[src/cpr_pkg.sv]
// Shared types and constants for the clock page replacement queue.
// No dependencies.
package cpr_pkg;

  localparam int CPR_SLOTS = 8;
  localparam int MODE_W    = 3;
  localparam int PAGE_W    = 20;
  localparam int SLOT_W    = 3;

  localparam logic [MODE_W-1:0] MODE_INSERT = 3'd0;
  localparam logic [MODE_W-1:0] MODE_REMOVE = 3'd1;
  localparam logic [MODE_W-1:0] MODE_TOUCH  = 3'd2;
  localparam logic [MODE_W-1:0] MODE_SEARCH = 3'd3;
  localparam logic [MODE_W-1:0] MODE_CLEAR  = 3'd4;

  typedef enum logic [3:0] {
    ST_IDLE,
    ST_INS_CHK,
    ST_INS_EVICT,
    ST_SCAN_RD,
    ST_SCAN_CMP,
    ST_SHIFT_RD,
    ST_SHIFT_WR,
    ST_REM_TAIL,
    ST_DONE
  } cpr_state_t;

  typedef struct packed {
    logic hit;
    logic empty;
    logic evictable;
  } cpr_probe_t;

endpackage

[src/cpr_if.sv]
// Request and response channel interfaces for the clock page replacement queue.
// Depends on cpr_pkg.
interface cpr_req_if;
  import cpr_pkg::*;
  logic                valid;
  logic                ready;
  logic [MODE_W-1:0]   mode;
  logic [PAGE_W-1:0]   page_number;
  modport source (output valid, output mode, output page_number, input ready);
  modport sink (input valid, input mode, input page_number, output ready);
endinterface

interface cpr_rsp_if;
  import cpr_pkg::*;
  logic                valid;
  logic                ready;
  logic                status;
  logic                evicted_valid;
  logic [PAGE_W-1:0]   evicted_page;
  logic [SLOT_W-1:0]   slot_index;
  modport source (output valid, output status, output evicted_valid, output evicted_page,
                  output slot_index, input ready);
  modport sink (input valid, input status, input evicted_valid, input evicted_page,
                input slot_index, output ready);
endinterface

[src/cpr_page_ram.sv]
// Page number store: one write port, one read port with registered read data.
// Depends on cpr_pkg.
module cpr_page_ram #(
  parameter int DEPTH = cpr_pkg::CPR_SLOTS,
  parameter int AW    = $clog2(DEPTH)
) (
  input  logic                      clk,
  input  logic                      we,
  input  logic [AW-1:0]             waddr,
  input  logic [cpr_pkg::PAGE_W-1:0] wdata,
  input  logic [AW-1:0]             raddr,
  output logic [cpr_pkg::PAGE_W-1:0] rdata
);
  import cpr_pkg::*;

  logic [PAGE_W-1:0] mem [DEPTH];

  always_ff @(posedge clk) begin
    if (we) begin
      mem[waddr] <= wdata;
    end
  end

  always_ff @(posedge clk) begin
    rdata <= mem[raddr];
  end

endmodule

[src/cpr_slot_cmp.sv]
// Shared slot probe: page match and replacement decision for the slot under the cursor.
// Depends on cpr_pkg.
module cpr_slot_cmp (
  input  logic                       slot_valid,
  input  logic                       slot_ref,
  input  logic [cpr_pkg::PAGE_W-1:0] slot_page,
  input  logic [cpr_pkg::PAGE_W-1:0] key,
  output cpr_pkg::cpr_probe_t        probe
);
  import cpr_pkg::*;

  always_comb begin
    probe.hit       = slot_valid && (slot_page == key);
    probe.empty     = !slot_valid;
    probe.evictable = slot_valid && !slot_ref;
  end

endmodule

[src/clock_page_replacement_queue_top.sv]
// Clock (second-chance) page replacement queue: sequencer, slot flags and result register.
// Depends on cpr_pkg, cpr_if, cpr_page_ram, cpr_slot_cmp.
// One operation at a time, one slot probed per step of the sequencer. Insert sweeps at
// most SLOTS+1 slots from the one after the hand, giving referenced slots a second chance.
// Remove, touch and search read the page store and then compare, slot by slot; remove
// also shifts each following entry down with a read and a write and empties the tail
// slot. The single-port page store read sets the scan pace. A finished result waits in
// the output register while the next beat is accepted.
module clock_page_replacement_queue_top #(
  parameter int SLOTS = cpr_pkg::CPR_SLOTS
) (
  input  logic      clk,
  input  logic      rst,
  cpr_req_if.sink   req,
  cpr_rsp_if.source rsp
);
  import cpr_pkg::*;

  localparam int IW = $clog2(SLOTS);
  localparam logic [IW-1:0] LAST = IW'(SLOTS - 1);

  cpr_state_t state, state_next;

  logic [IW-1:0]     hand, hand_next;
  logic [IW-1:0]     cur, cur_next;
  logic [IW-1:0]     cnt, cnt_next;
  logic [MODE_W-1:0] op, op_next;
  logic [PAGE_W-1:0] key, key_next;
  logic [SLOTS-1:0]  slot_valid, slot_valid_next;
  logic [SLOTS-1:0]  slot_ref, slot_ref_next;

  logic              res_status, res_status_next;
  logic              res_ev_valid, res_ev_valid_next;
  logic [PAGE_W-1:0] res_ev_page, res_ev_page_next;
  logic [IW-1:0]     res_slot, res_slot_next;

  logic              out_valid, out_valid_next;
  logic              out_status, out_status_next;
  logic              out_ev_valid, out_ev_valid_next;
  logic [PAGE_W-1:0] out_ev_page, out_ev_page_next;
  logic [SLOT_W-1:0] out_slot, out_slot_next;

  logic              req_ready;
  logic              ram_we;
  logic [IW-1:0]     ram_waddr, ram_raddr;
  logic [PAGE_W-1:0] ram_wdata, ram_rdata;
  logic [IW-1:0]     cur_inc, hand_dec;
  cpr_probe_t        probe;

  cpr_page_ram #(
    .DEPTH (SLOTS),
    .AW    (IW)
  ) u_ram (
    .clk   (clk),
    .we    (ram_we),
    .waddr (ram_waddr),
    .wdata (ram_wdata),
    .raddr (ram_raddr),
    .rdata (ram_rdata)
  );

  cpr_slot_cmp u_cmp (
    .slot_valid (slot_valid[cur]),
    .slot_ref   (slot_ref[cur]),
    .slot_page  (ram_rdata),
    .key        (key),
    .probe      (probe)
  );

  assign cur_inc  = (cur == LAST) ? '0 : cur + 1'b1;
  assign hand_dec = (hand == '0) ? LAST : hand - 1'b1;

  assign req.ready         = req_ready;
  assign rsp.valid         = out_valid;
  assign rsp.status        = out_status;
  assign rsp.evicted_valid = out_ev_valid;
  assign rsp.evicted_page  = out_ev_page;
  assign rsp.slot_index    = out_slot;

  always_ff @(posedge clk) begin
    if (rst) begin
      state      <= ST_IDLE;
      hand       <= LAST;
      slot_valid <= '0;
      slot_ref   <= '0;
      out_valid  <= 1'b0;
    end else begin
      state      <= state_next;
      hand       <= hand_next;
      slot_valid <= slot_valid_next;
      slot_ref   <= slot_ref_next;
      out_valid  <= out_valid_next;
    end
  end

  always_ff @(posedge clk) begin
    cur          <= cur_next;
    cnt          <= cnt_next;
    op           <= op_next;
    key          <= key_next;
    res_status   <= res_status_next;
    res_ev_valid <= res_ev_valid_next;
    res_ev_page  <= res_ev_page_next;
    res_slot     <= res_slot_next;
    out_status   <= out_status_next;
    out_ev_valid <= out_ev_valid_next;
    out_ev_page  <= out_ev_page_next;
    out_slot     <= out_slot_next;
  end

  always_comb begin
    state_next        = state;
    hand_next         = hand;
    cur_next          = cur;
    cnt_next          = cnt;
    op_next           = op;
    key_next          = key;
    slot_valid_next   = slot_valid;
    slot_ref_next     = slot_ref;
    res_status_next   = res_status;
    res_ev_valid_next = res_ev_valid;
    res_ev_page_next  = res_ev_page;
    res_slot_next     = res_slot;
    out_valid_next    = out_valid && !rsp.ready;
    out_status_next   = out_status;
    out_ev_valid_next = out_ev_valid;
    out_ev_page_next  = out_ev_page;
    out_slot_next     = out_slot;
    req_ready         = 1'b0;
    ram_we            = 1'b0;
    ram_waddr         = cur;
    ram_wdata         = key;
    ram_raddr         = cur;

    case (state)
      ST_IDLE: begin
        req_ready = 1'b1;
        if (req.valid) begin
          op_next           = req.mode;
          key_next          = req.page_number;
          cnt_next          = '0;
          res_status_next   = 1'b0;
          res_ev_valid_next = 1'b0;
          res_ev_page_next  = '0;
          res_slot_next     = '0;
          case (req.mode)
            MODE_INSERT: begin
              cur_next   = (hand == LAST) ? '0 : hand + 1'b1;
              state_next = ST_INS_CHK;
            end
            MODE_REMOVE: begin
              cur_next   = hand;
              state_next = ST_SCAN_RD;
            end
            MODE_TOUCH, MODE_SEARCH: begin
              cur_next   = '0;
              state_next = ST_SCAN_RD;
            end
            MODE_CLEAR: begin
              slot_valid_next = '0;
              slot_ref_next   = '0;
              hand_next       = LAST;
              state_next      = ST_DONE;
            end
            default: begin
              state_next = ST_DONE;
            end
          endcase
        end
      end
      ST_INS_CHK: begin
        if (probe.empty) begin
          ram_we               = 1'b1;
          slot_valid_next[cur] = 1'b1;
          slot_ref_next[cur]   = 1'b0;
          hand_next            = cur;
          res_slot_next        = cur;
          state_next           = ST_DONE;
        end else if (probe.evictable) begin
          state_next = ST_INS_EVICT;
        end else begin
          // second chance
          slot_ref_next[cur] = 1'b0;
          cur_next           = cur_inc;
        end
      end
      ST_INS_EVICT: begin
        ram_we             = 1'b1;
        slot_ref_next[cur] = 1'b0;
        hand_next          = cur;
        res_ev_valid_next  = 1'b1;
        res_ev_page_next   = ram_rdata;
        res_slot_next      = cur;
        state_next         = ST_DONE;
      end
      ST_SCAN_RD: begin
        state_next = ST_SCAN_CMP;
      end
      ST_SCAN_CMP: begin
        if (probe.hit) begin
          case (op)
            MODE_REMOVE: begin
              state_next = (cur == hand) ? ST_REM_TAIL : ST_SHIFT_RD;
            end
            MODE_TOUCH: begin
              slot_ref_next[cur] = 1'b1;
              state_next         = ST_DONE;
            end
            default: begin
              res_slot_next = cur;
              state_next    = ST_DONE;
            end
          endcase
        end else if (cnt == LAST) begin
          res_status_next = 1'b1;
          state_next      = ST_DONE;
        end else begin
          cnt_next   = cnt + 1'b1;
          cur_next   = cur_inc;
          state_next = ST_SCAN_RD;
        end
      end
      ST_SHIFT_RD: begin
        ram_raddr  = cur_inc;
        state_next = ST_SHIFT_WR;
      end
      ST_SHIFT_WR: begin
        ram_we               = 1'b1;
        ram_wdata            = ram_rdata;
        slot_valid_next[cur] = slot_valid[cur_inc];
        slot_ref_next[cur]   = slot_ref[cur_inc];
        cur_next             = cur_inc;
        state_next           = (cur_inc == hand) ? ST_REM_TAIL : ST_SHIFT_RD;
      end
      ST_REM_TAIL: begin
        slot_valid_next[hand] = 1'b0;
        slot_ref_next[hand]   = 1'b0;
        hand_next             = hand_dec;
        state_next            = ST_DONE;
      end
      ST_DONE: begin
        if (!out_valid || rsp.ready) begin
          out_valid_next    = 1'b1;
          out_status_next   = res_status;
          out_ev_valid_next = res_ev_valid;
          out_ev_page_next  = res_ev_page;
          out_slot_next     = SLOT_W'(res_slot);
          state_next        = ST_IDLE;
        end
      end
      default: begin
        state_next = ST_IDLE;
      end
    endcase
  end

`ifndef NO_ASSERTIONS
  a_hand_range: assert property (@(posedge clk) disable iff (rst) hand <= LAST)
    else $error("clock hand beyond last slot");

  a_miss_clean: assert property (@(posedge clk) disable iff (rst)
    rsp.valid && rsp.status |->
      !rsp.evicted_valid && rsp.evicted_page == '0 && rsp.slot_index == '0)
    else $error("not-found beat carries nonzero fields");

  a_beat_from_done: assert property (@(posedge clk) disable iff (rst)
    $rose(rsp.valid) |-> $past(state == ST_DONE))
    else $error("response beat raised outside completion");
`endif

endmodule

[src/flat_wrapper.sv]
// flat-port wrapper written by rule: the top's interface ports become plain ports
module clock_page_replacement_queue_top_flat import cpr_pkg::*;
#(
  parameter int SLOTS = cpr_pkg::CPR_SLOTS
)
  (clk, rst, req_valid, req_mode, req_page_number, req_ready, rsp_valid, rsp_status, rsp_evicted_valid, rsp_evicted_page, rsp_slot_index, rsp_ready);
  cpr_req_if req_i ();
  cpr_rsp_if rsp_i ();
  input  logic clk;
  input  logic rst;
  input wire logic [$bits(req_i.valid)-1:0] req_valid;
  input wire logic [$bits(req_i.mode)-1:0] req_mode;
  input wire logic [$bits(req_i.page_number)-1:0] req_page_number;
  output wire logic [$bits(req_i.ready)-1:0] req_ready;
  output wire logic [$bits(rsp_i.valid)-1:0] rsp_valid;
  output wire logic [$bits(rsp_i.status)-1:0] rsp_status;
  output wire logic [$bits(rsp_i.evicted_valid)-1:0] rsp_evicted_valid;
  output wire logic [$bits(rsp_i.evicted_page)-1:0] rsp_evicted_page;
  output wire logic [$bits(rsp_i.slot_index)-1:0] rsp_slot_index;
  input wire logic [$bits(rsp_i.ready)-1:0] rsp_ready;
  assign req_i.valid = req_valid;
  assign req_i.mode = req_mode;
  assign req_i.page_number = req_page_number;
  assign req_ready = req_i.ready;
  assign rsp_valid = rsp_i.valid;
  assign rsp_status = rsp_i.status;
  assign rsp_evicted_valid = rsp_i.evicted_valid;
  assign rsp_evicted_page = rsp_i.evicted_page;
  assign rsp_slot_index = rsp_i.slot_index;
  assign rsp_i.ready = rsp_ready;
  clock_page_replacement_queue_top #(.SLOTS(SLOTS)) u_core (.clk(clk), .rst(rst), .req(req_i), .rsp(rsp_i));
endmodule
[config.mk]
export PLATFORM = sky130hd
export DESIGN_NAME = clock_page_replacement_queue_top_flat
export DESIGN_NICKNAME = d
export VERILOG_FILES = /design/src/cpr_pkg.sv /design/src/cpr_if.sv /design/src/cpr_page_ram.sv /design/src/cpr_slot_cmp.sv /design/src/clock_page_replacement_queue_top.sv /design/src/flat_wrapper.sv
export SDC_FILE = /design/constraint.sdc
export NUM_CORES = 1
export LEC_CHECK = 0
export BUFFER_PORTS_ARGS = -buffer_cell sky130_fd_sc_hd__buf_4
export CAP_MARGIN = 5
export CORE_MARGIN = 3
export CORE_UTILIZATION = 52
export DETAILED_ROUTE_END_ITERATION = 16
export MAX_ROUTING_LAYER = met4
export PLACE_DENSITY = 0.67
export SYNTH_ARGS = -nofsm -noshare
export SYNTH_HDL_FRONTEND = slang
export SYNTH_SLANG_ARGS = --single-unit
[constraint.sdc]
create_clock -name clk -period 4.7 [get_ports clk]
set_input_delay 0.94 -clock clk [delete_from_list [all_inputs] [get_ports clk]]
set_output_delay 0.94 -clock clk [all_outputs]
set_load 0.05 [all_outputs]
Word level (Yosys, flattened, before mapping) --
Memory sizes are Yosys's and may differ from the RTL's. A register that Yosys moved wholly into a read port is not among the register bits. Index checks and enable logic that the tools add are counted.
Word-level totals: bits in latches 0, ROM bits 0, register bits after elaboration 103, memories kept 1, output and inout port bits 27, RAM bits 160, logic and storage cells 175
Memories:
- u_core.u_ram.mem | words 8, width 20, rd ports 1, clocked after Yosys merged registers in 1, write ports 1, RTL line cpr_page_ram.sv:16 | logic [PAGE_W-1:0] mem [DEPTH];
Operators by class: shifts and indexed selects 0, equal/unequal tests 35, $add $sub $neg 4, bitwise logic cells 7, multiplexer cells 71, order comparisons 5, reduce and logical (&&, ||, !) cells 35, divide/modulo/power cells 0, multipliers 0
Operators with widths (count):
- two-way mux 8 bit | 7
- two-way mux 3 bit | 17
- one-hot mux 8 bit (6 select lines) | 1
- two-way mux 20 bit | 2
- one-hot mux 20 bit (2 select lines) | 1
- one-hot mux 3 bit (4 select lines) | 3
- one-hot mux 4 bit (8 select lines) | 1
- one-hot mux 8 bit (4 select lines) | 1
- two-way mux 4 bit | 7
- bitwise AND 8 bit | 3
- == test 20 bit | 1
- != test 2 bit, second input constant | 9
- bitwise mux 8 bit | 2
- == test 4 x 3 -> 1 bit, second input constant | 4
- NOT 8 bit | 2
- OR 8 bit | 2
- AND reduction 4 bit | 4
- nonzero test 4 bit | 4
- two-way mux 1 bit | 15
- binary-select mux 1 bit (select 3 bit) | 4
- == test 3 bit, second input constant | 4
- less-than comparator 3 x 4 -> 1 bit, second input constant | 3
- adder 3 x 1 -> 3 bit, second input constant | 3
- == test 3 x 2 -> 1 bit, second input constant | 3
- other kinds (31) | 54

Logic depth before layout (Yosys ltp) --
depth after elaboration 9, mapped depth 10, depth with buffers taken out 8

By module --
From an unflattened synthesis, not the netlist that was laid out.
Second synthesis, totals: cells, all modules 773, area total of the unflattened synthesis 11933.9 sq um
By module, submodules not included:
- cpr_page_ram | seq. area each 5205.0 sq um, area an instance 6612.6 sq um, cells an instance 264, instances 1
- clock_page_replacement_queue_top | seq. area each 2852.7 sq um, area an instance 5089.9 sq um, cells an instance 480, instances 1
- cpr_slot_cmp | seq. area each 0.0 sq um, area an instance 231.5 sq um, cells an instance 29, instances 1

Least setup slack after synthesis --
Ideal clock, no wire load.
kind register -> register, start register u_core.cur[2], end memory u_core.u_ram.mem[5][0], enable pin, data arrival time 2.861 ns, data required time 4.278 ns, cell stages (with the launch flop) 6, slack 1.417 ns, path buffers 0, cell sequence edfxtp_1 nor2b_2 a221oi_2 o2111ai_1 a21o_1 nor3_1
Between the ends: longest elaborated chain between the ends 6
RTL lines:
- start, declared | RTL line clock_page_replacement_queue_top.sv:25 | logic [IW-1:0] cur, cur_next;
- start signal, assigned | RTL line clock_page_replacement_queue_top.sv:97 | cur <= cur_next;
- binary-select mux 1 bit (select 3 bit) | RTL line clock_page_replacement_queue_top.sv:63 | .slot_valid (slot_valid[cur]),
- two-way mux 1 bit (not written as such) | RTL line clock_page_replacement_queue_top.sv:63
- two-way mux 1 bit | RTL line clock_page_replacement_queue_top.sv:172 | if (probe.empty) begin
- one-hot mux 1 bit (2 select lines) | RTL line clock_page_replacement_queue_top.sv:135 | case (state)
- two-way mux 1 bit | RTL line cpr_page_ram.sv:19 | if (we) begin
- two-way mux 1 bit (not written as such) | RTL line cpr_page_ram.sv:20 | mem[waddr] <= wdata;
- end, declared | RTL line cpr_page_ram.sv:16
Several ways; a longest one is shown, not always the timed one. The select of a mux whose other input is x is not followed.

Final worst setup path --
start register u_core.state[2], end register u_core.u_ram.rdata[11] (netlist bit), read port of u_core.u_ram.mem
Between the ends: longest elaborated chain between the ends 2
RTL lines:
- start, declared | RTL line clock_page_replacement_queue_top.sv:22 | cpr_state_t state, state_next;
- start signal, assigned | RTL line clock_page_replacement_queue_top.sv:88 | state <= state_next;
- == test 4 x 3 -> 1 bit | RTL line clock_page_replacement_queue_top.sv:135
- two-way mux 3 bit | RTL line clock_page_replacement_queue_top.sv:135
- end, declared | RTL line cpr_page_ram.sv:12 | output logic [cpr_pkg::PAGE_W-1:0] rdata
Every way passes these cells. A chain may end at the register's enable or synchronous reset.

==> results.txt <==
----------------------------------------------------
[Routing]
  Number of detailed-route iterations in the first pass ... 5
  Number of vias per cell ... 5.658
  Total detailed-routing wirelength ... 27.46 mm
  Wire length the detailed router placed on met1 ... 12.22 mm
  Routed via count ... 7525
  Routed length on met3 ... 1.275 mm
  Detailed Route Iter0 Violations ... 540
  # DRC ... 0
  Top Metal Used ... met4
  Remaining antenna violation count ... 0
  Average routed wire per standard cell ... 20.64 um
  Met2 WL ... 13.27 mm

[Power and ir drop]
  Total Power ... 6.397 mW
  Power density over the cells ... 446.7 mW/mm^2
  Net Sw Power ... 1.652 mW
  Reg power frac ... 0.481
  Clock network power share ... 0.370
  Internal Pwr Total ... 4.745 mW
  Pleak ... 5.375 nW
  Switching share of power ... 0.2582
  VDD IR max ... 0.3358 mV
  Proportion of power drawn by combinational gates ... 0.150

[Layout]
  Number of filler cells placed in the layout ... 1882
  Fraction of layout instances using a drive strength above 1 ... 0.1672
  Count of placed standard cells in the final layout, fillers left out ... 1330
  Final cell utilization of the core ... 0.6083
  Number of diodes added for antenna fixing ... 0
  Total non-filler cell area in the finished layout ... 0.01432 sq mm
  Syn-to-layout area delta ... 14.72%
  Net count, final ... 1023

[Global route]
  Initial antenna violation count ... 0
  Aggregate global-route resource usage ... 0.2179
  Remaining Overflow, GRT ... 0
  Maximum number of pins on one net before global-route repair ... 33
  Global-route wire length before repair ... 42.25 mm
  Vias in the first global route ... 7324

[Synth]
  Post-synth design cell area ... 0.01248 sq mm
  Asr flop ratio synth ... 0
  Sequential fraction of the synthesis area ... 0.6455
  Count leader, synth ... sky130_fd_sc_hd__edfxtp_1
  Post-synthesis cell type count ... 67
  Count of state elements after synthesis ... 283
  Cell types occupying the most area after synthesis ... sky130_fd_sc_hd__edfxtp_1 (57%), sky130_fd_sc_hd__mux2i_1 (11%), sky130_fd_sc_hd__dfxtp_1 (7.1%)
  Area share of the largest cell type after synthesis ... 0.5749
  Count of yosys warnings during synthesis ... 0
  Synthesized Nets ... 966
  Count of flip-flops with a built-in enable after synthesis ... 239
  Commonest cells in the netlist ... sky130_fd_sc_hd__edfxtp_1 (239), sky130_fd_sc_hd__mux2i_1 (138), sky130_fd_sc_hd__nand2_1 (83)
  Cells after synthesis ... 931
  Avg Cell Area, Syn ... 13.41 sq um
  Cell type with the largest total area after synthesis ... sky130_fd_sc_hd__edfxtp_1
  Synth Flop Type ... sky130_fd_sc_hd__edfxtp_1

[Floorplanning]
  I/O pin total ... 54
  Initial Util ... 0.5302
  Core area ... 0.02354 sq mm
  Die Span X ... 160.9 um
  Area of the die ... 0.02590 sq mm
  Std cell rows ... 56
  Die span in y ... 160.9 um

[Critical path]
  Data arrival time of the critical path ... 3660 ps
  Crit-path slowest cell ... sky130_fd_sc_hd__mux2i_4
  Largest driver fanout on the critical path ... 32
  Critical Path End Type ... flip-flop
  Chain of cells forming the critical path ... nand2b_1 -> nor2_2 -> mux2i_4 -> buf_12 -> mux2i_1 -> mux2i_1 -> mux2_2
  Startpoint-to-endpoint class of the critical path ... reg2reg
  Most common cell type on the critical path ... sky130_fd_sc_hd__mux2i_1
  Slowest stage delay, CP ... 770 ps
  Kind of start point of the critical path ... flip-flop
  Critical path required time ... 5130 ps

[Job]
  Max-capacitance violation count ... 0

[Placed design]
  Cells after DPL ... 1276
  Post-place instance area ... 0.01333 sq mm
  RD Place Congestion ... 0.8989
  Worst Setup Slack post-DPL ... 1480 ps
  Number of port buffers ... 53
  Detail Placement HPWL ... 17.44 mm

[CTS]
  Clock insertion delay at the later pin of the skew report ... 540 ps
  Number of CTS-inserted buffers ... 29
  Reg clk slew, reported paths ... 60 ps
  Sink count of the clock tree ... 283
  Post-CTS Setup Repair Bufs ... 0
  Clock tree from TritonCTS ... yes
  Buffers from clock root to sink, at most ... 3
  Post-CTS sizing ... 0
  Cts-stage hold buffer count ... 0
  CTS H-tree depth ... 1
  Clock root buffer ... sky130_fd_sc_hd__clkbuf_16

[Timing]
  Count of final hold-check violations ... 0
  Achievable Freq ... 0.3094 GHz
  Headroom to the max-slew limit ... 0.2532
  Final worst path period share ... 0.6878
  Minimum clock period ... 3232 ps
  Clock Skews ... 13.87 ps
  Min Hold Slack ... 417.3 ps
  Worst setup slack after layout ... 1468 ps
  Setup-failing EPs final ... 0
  Unrepaired setup endpoints after global routing ... false
  Slew at the pin with the worst max-slew slack ... 1097 ps
  Aggregate negative setup slack ... 0 ps
  Max-slew violation count ... 0

[Min path]
  Class of the tightest hold or removal check ... reg2reg

[Outcome]
  Result of the run ... complete, no violations

----------------------------------------------------
[final cells by class]
cell class | count | area (sq um) | share of cell area
Inverter | 20 | 75.07 | 0.005242
Clock buffer | 33 | 750.7 | 0.05242
Timing Repair Buffer | 74 | 593.1 | 0.04141
Sequential cell | 283 | 8058 | 0.5626
Tap cell | 319 | 399.1 | 0.02787
Clock inverter | 21 | 245.2 | 0.01712
Multi-Input combinational cell | 580 | 4200 | 0.2933
[critical path, delay by kind of cell, from the launching register on]
kind                   cells  cell delay [ps]
buffers and inverters      1              330
flip-flops                 1              720
AND/OR/NAND/NOR            2              640
multiplexers               4             1400
[path summary, 6_finish.rpt]
check	start	endpoint	slack [ps]	cells past startpoint
worst max-delay path	u_core.state[2]	u_core.u_ram.rdata[11]	1470	7
worst min-delay path	u_core.res_ev_page[3]	u_core.rsp.evicted_page[3]	420	0
worst max register to register	u_core.state[2]	u_core.u_ram.rdata[11]	1470	7
worst min register to register	u_core.res_ev_page[3]	u_core.rsp.evicted_page[3]	420	0
[routing by layer]
| layer | global-route usage | up-vias |
|---|---|---|
| met3 | 0.02631 | 49 |
| li1 | - | 3584 |
| met5 | - | - |
| met1 | 0.2937 | 3654 |
| met2 | 0.3536 | 238 |
| met4 | 0.06218 | 0 |
[cell families (layout without fill, tap and decap cells)]
logic type	after synthesis	after routing	share of synthesized area
buffers and inverters	68	148	0.02385
multiplexers	162	162	0.1353
adder cells (fa/ha/maj)	8	8	0.008019
flip-flops	283	283	0.6455
AO/OA/AOI/OAI	128	128	0.06896
XOR/XNOR	27	27	0.01894
AND/OR/NAND/NOR	255	255	0.09943
[cells in the final DEF, fill, tap and decap left out, types with 4 or more instances in the layout]
cell type,instances
sky130_fd_sc_hd__edfxtp_1,239
sky130_fd_sc_hd__o21ai_1,10
sky130_fd_sc_hd__bufinv_16,5
sky130_fd_sc_hd__a22oi_1,6
sky130_fd_sc_hd__nand2b_1,20
sky130_fd_sc_hd__clkbuf_16,29
sky130_fd_sc_hd__xor2_1,5
sky130_fd_sc_hd__a211oi_1,9
sky130_fd_sc_hd__buf_4,71
sky130_fd_sc_hd__nand3_1,9
sky130_fd_sc_hd__clkinvlp_4,4
sky130_fd_sc_hd__ha_1,8
sky130_fd_sc_hd__nor2b_1,7
sky130_fd_sc_hd__nor2_2,8
sky130_fd_sc_hd__mux2i_1,135
sky130_fd_sc_hd__mux2_2,21
sky130_fd_sc_hd__o21ai_0,23
sky130_fd_sc_hd__clkinv_2,4
sky130_fd_sc_hd__nor2_1,55
sky130_fd_sc_hd__o211ai_1,4
sky130_fd_sc_hd__nand2_1,83
sky130_fd_sc_hd__clkinv_1,5
sky130_fd_sc_hd__a21oi_1,36
sky130_fd_sc_hd__xnor2_1,22
sky130_fd_sc_hd__dfxtp_1,44
sky130_fd_sc_hd__inv_1,19
sky130_fd_sc_hd__and2_1,27
sky130_fd_sc_hd__nor3_1,16
sky130_fd_sc_hd__nand4_1,5
sky130_fd_sc_hd__o221ai_1,8
[power by group through the flow]
| stage | Sequential [mW] | Clock, mW | Combinational, mW |
|---|---|---|---|
| after detailed placement | 3.13 | 0 | 0.958 |
| after CTS | 3.08 | 2.41 | 0.962 |
| after global placement | 3.13 | 0 | 0.950 |
| final | 3.07 | 2.36 | 0.958 |
| after global routing | 3.09 | 2.51 | 1.03 |
| after floorplan | 3.13 | 0 | 0.644 |
[sequential cells by signal, indices dropped and copies added, names as in the netlist]
name,cells
u_core.u_ram.mem,160
u_core.cnt,3
u_core.u_ram.rdata,20
u_core.rsp.status,1
u_core.res_status,1
u_core.rsp.valid,1
u_core.op,3
u_core.res_ev_valid,1
u_core.key,20
u_core.hand,3
u_core.rsp.evicted_valid,1
u_core.res_ev_page,20
u_core.cur,3
u_core.slot_valid,8
u_core.rsp.evicted_page,20
u_core.slot_ref,8
u_core.rsp.slot_index,3
u_core.state,4
u_core.res_slot,3
Note: power is estimated with default switching activity, not from simulation.
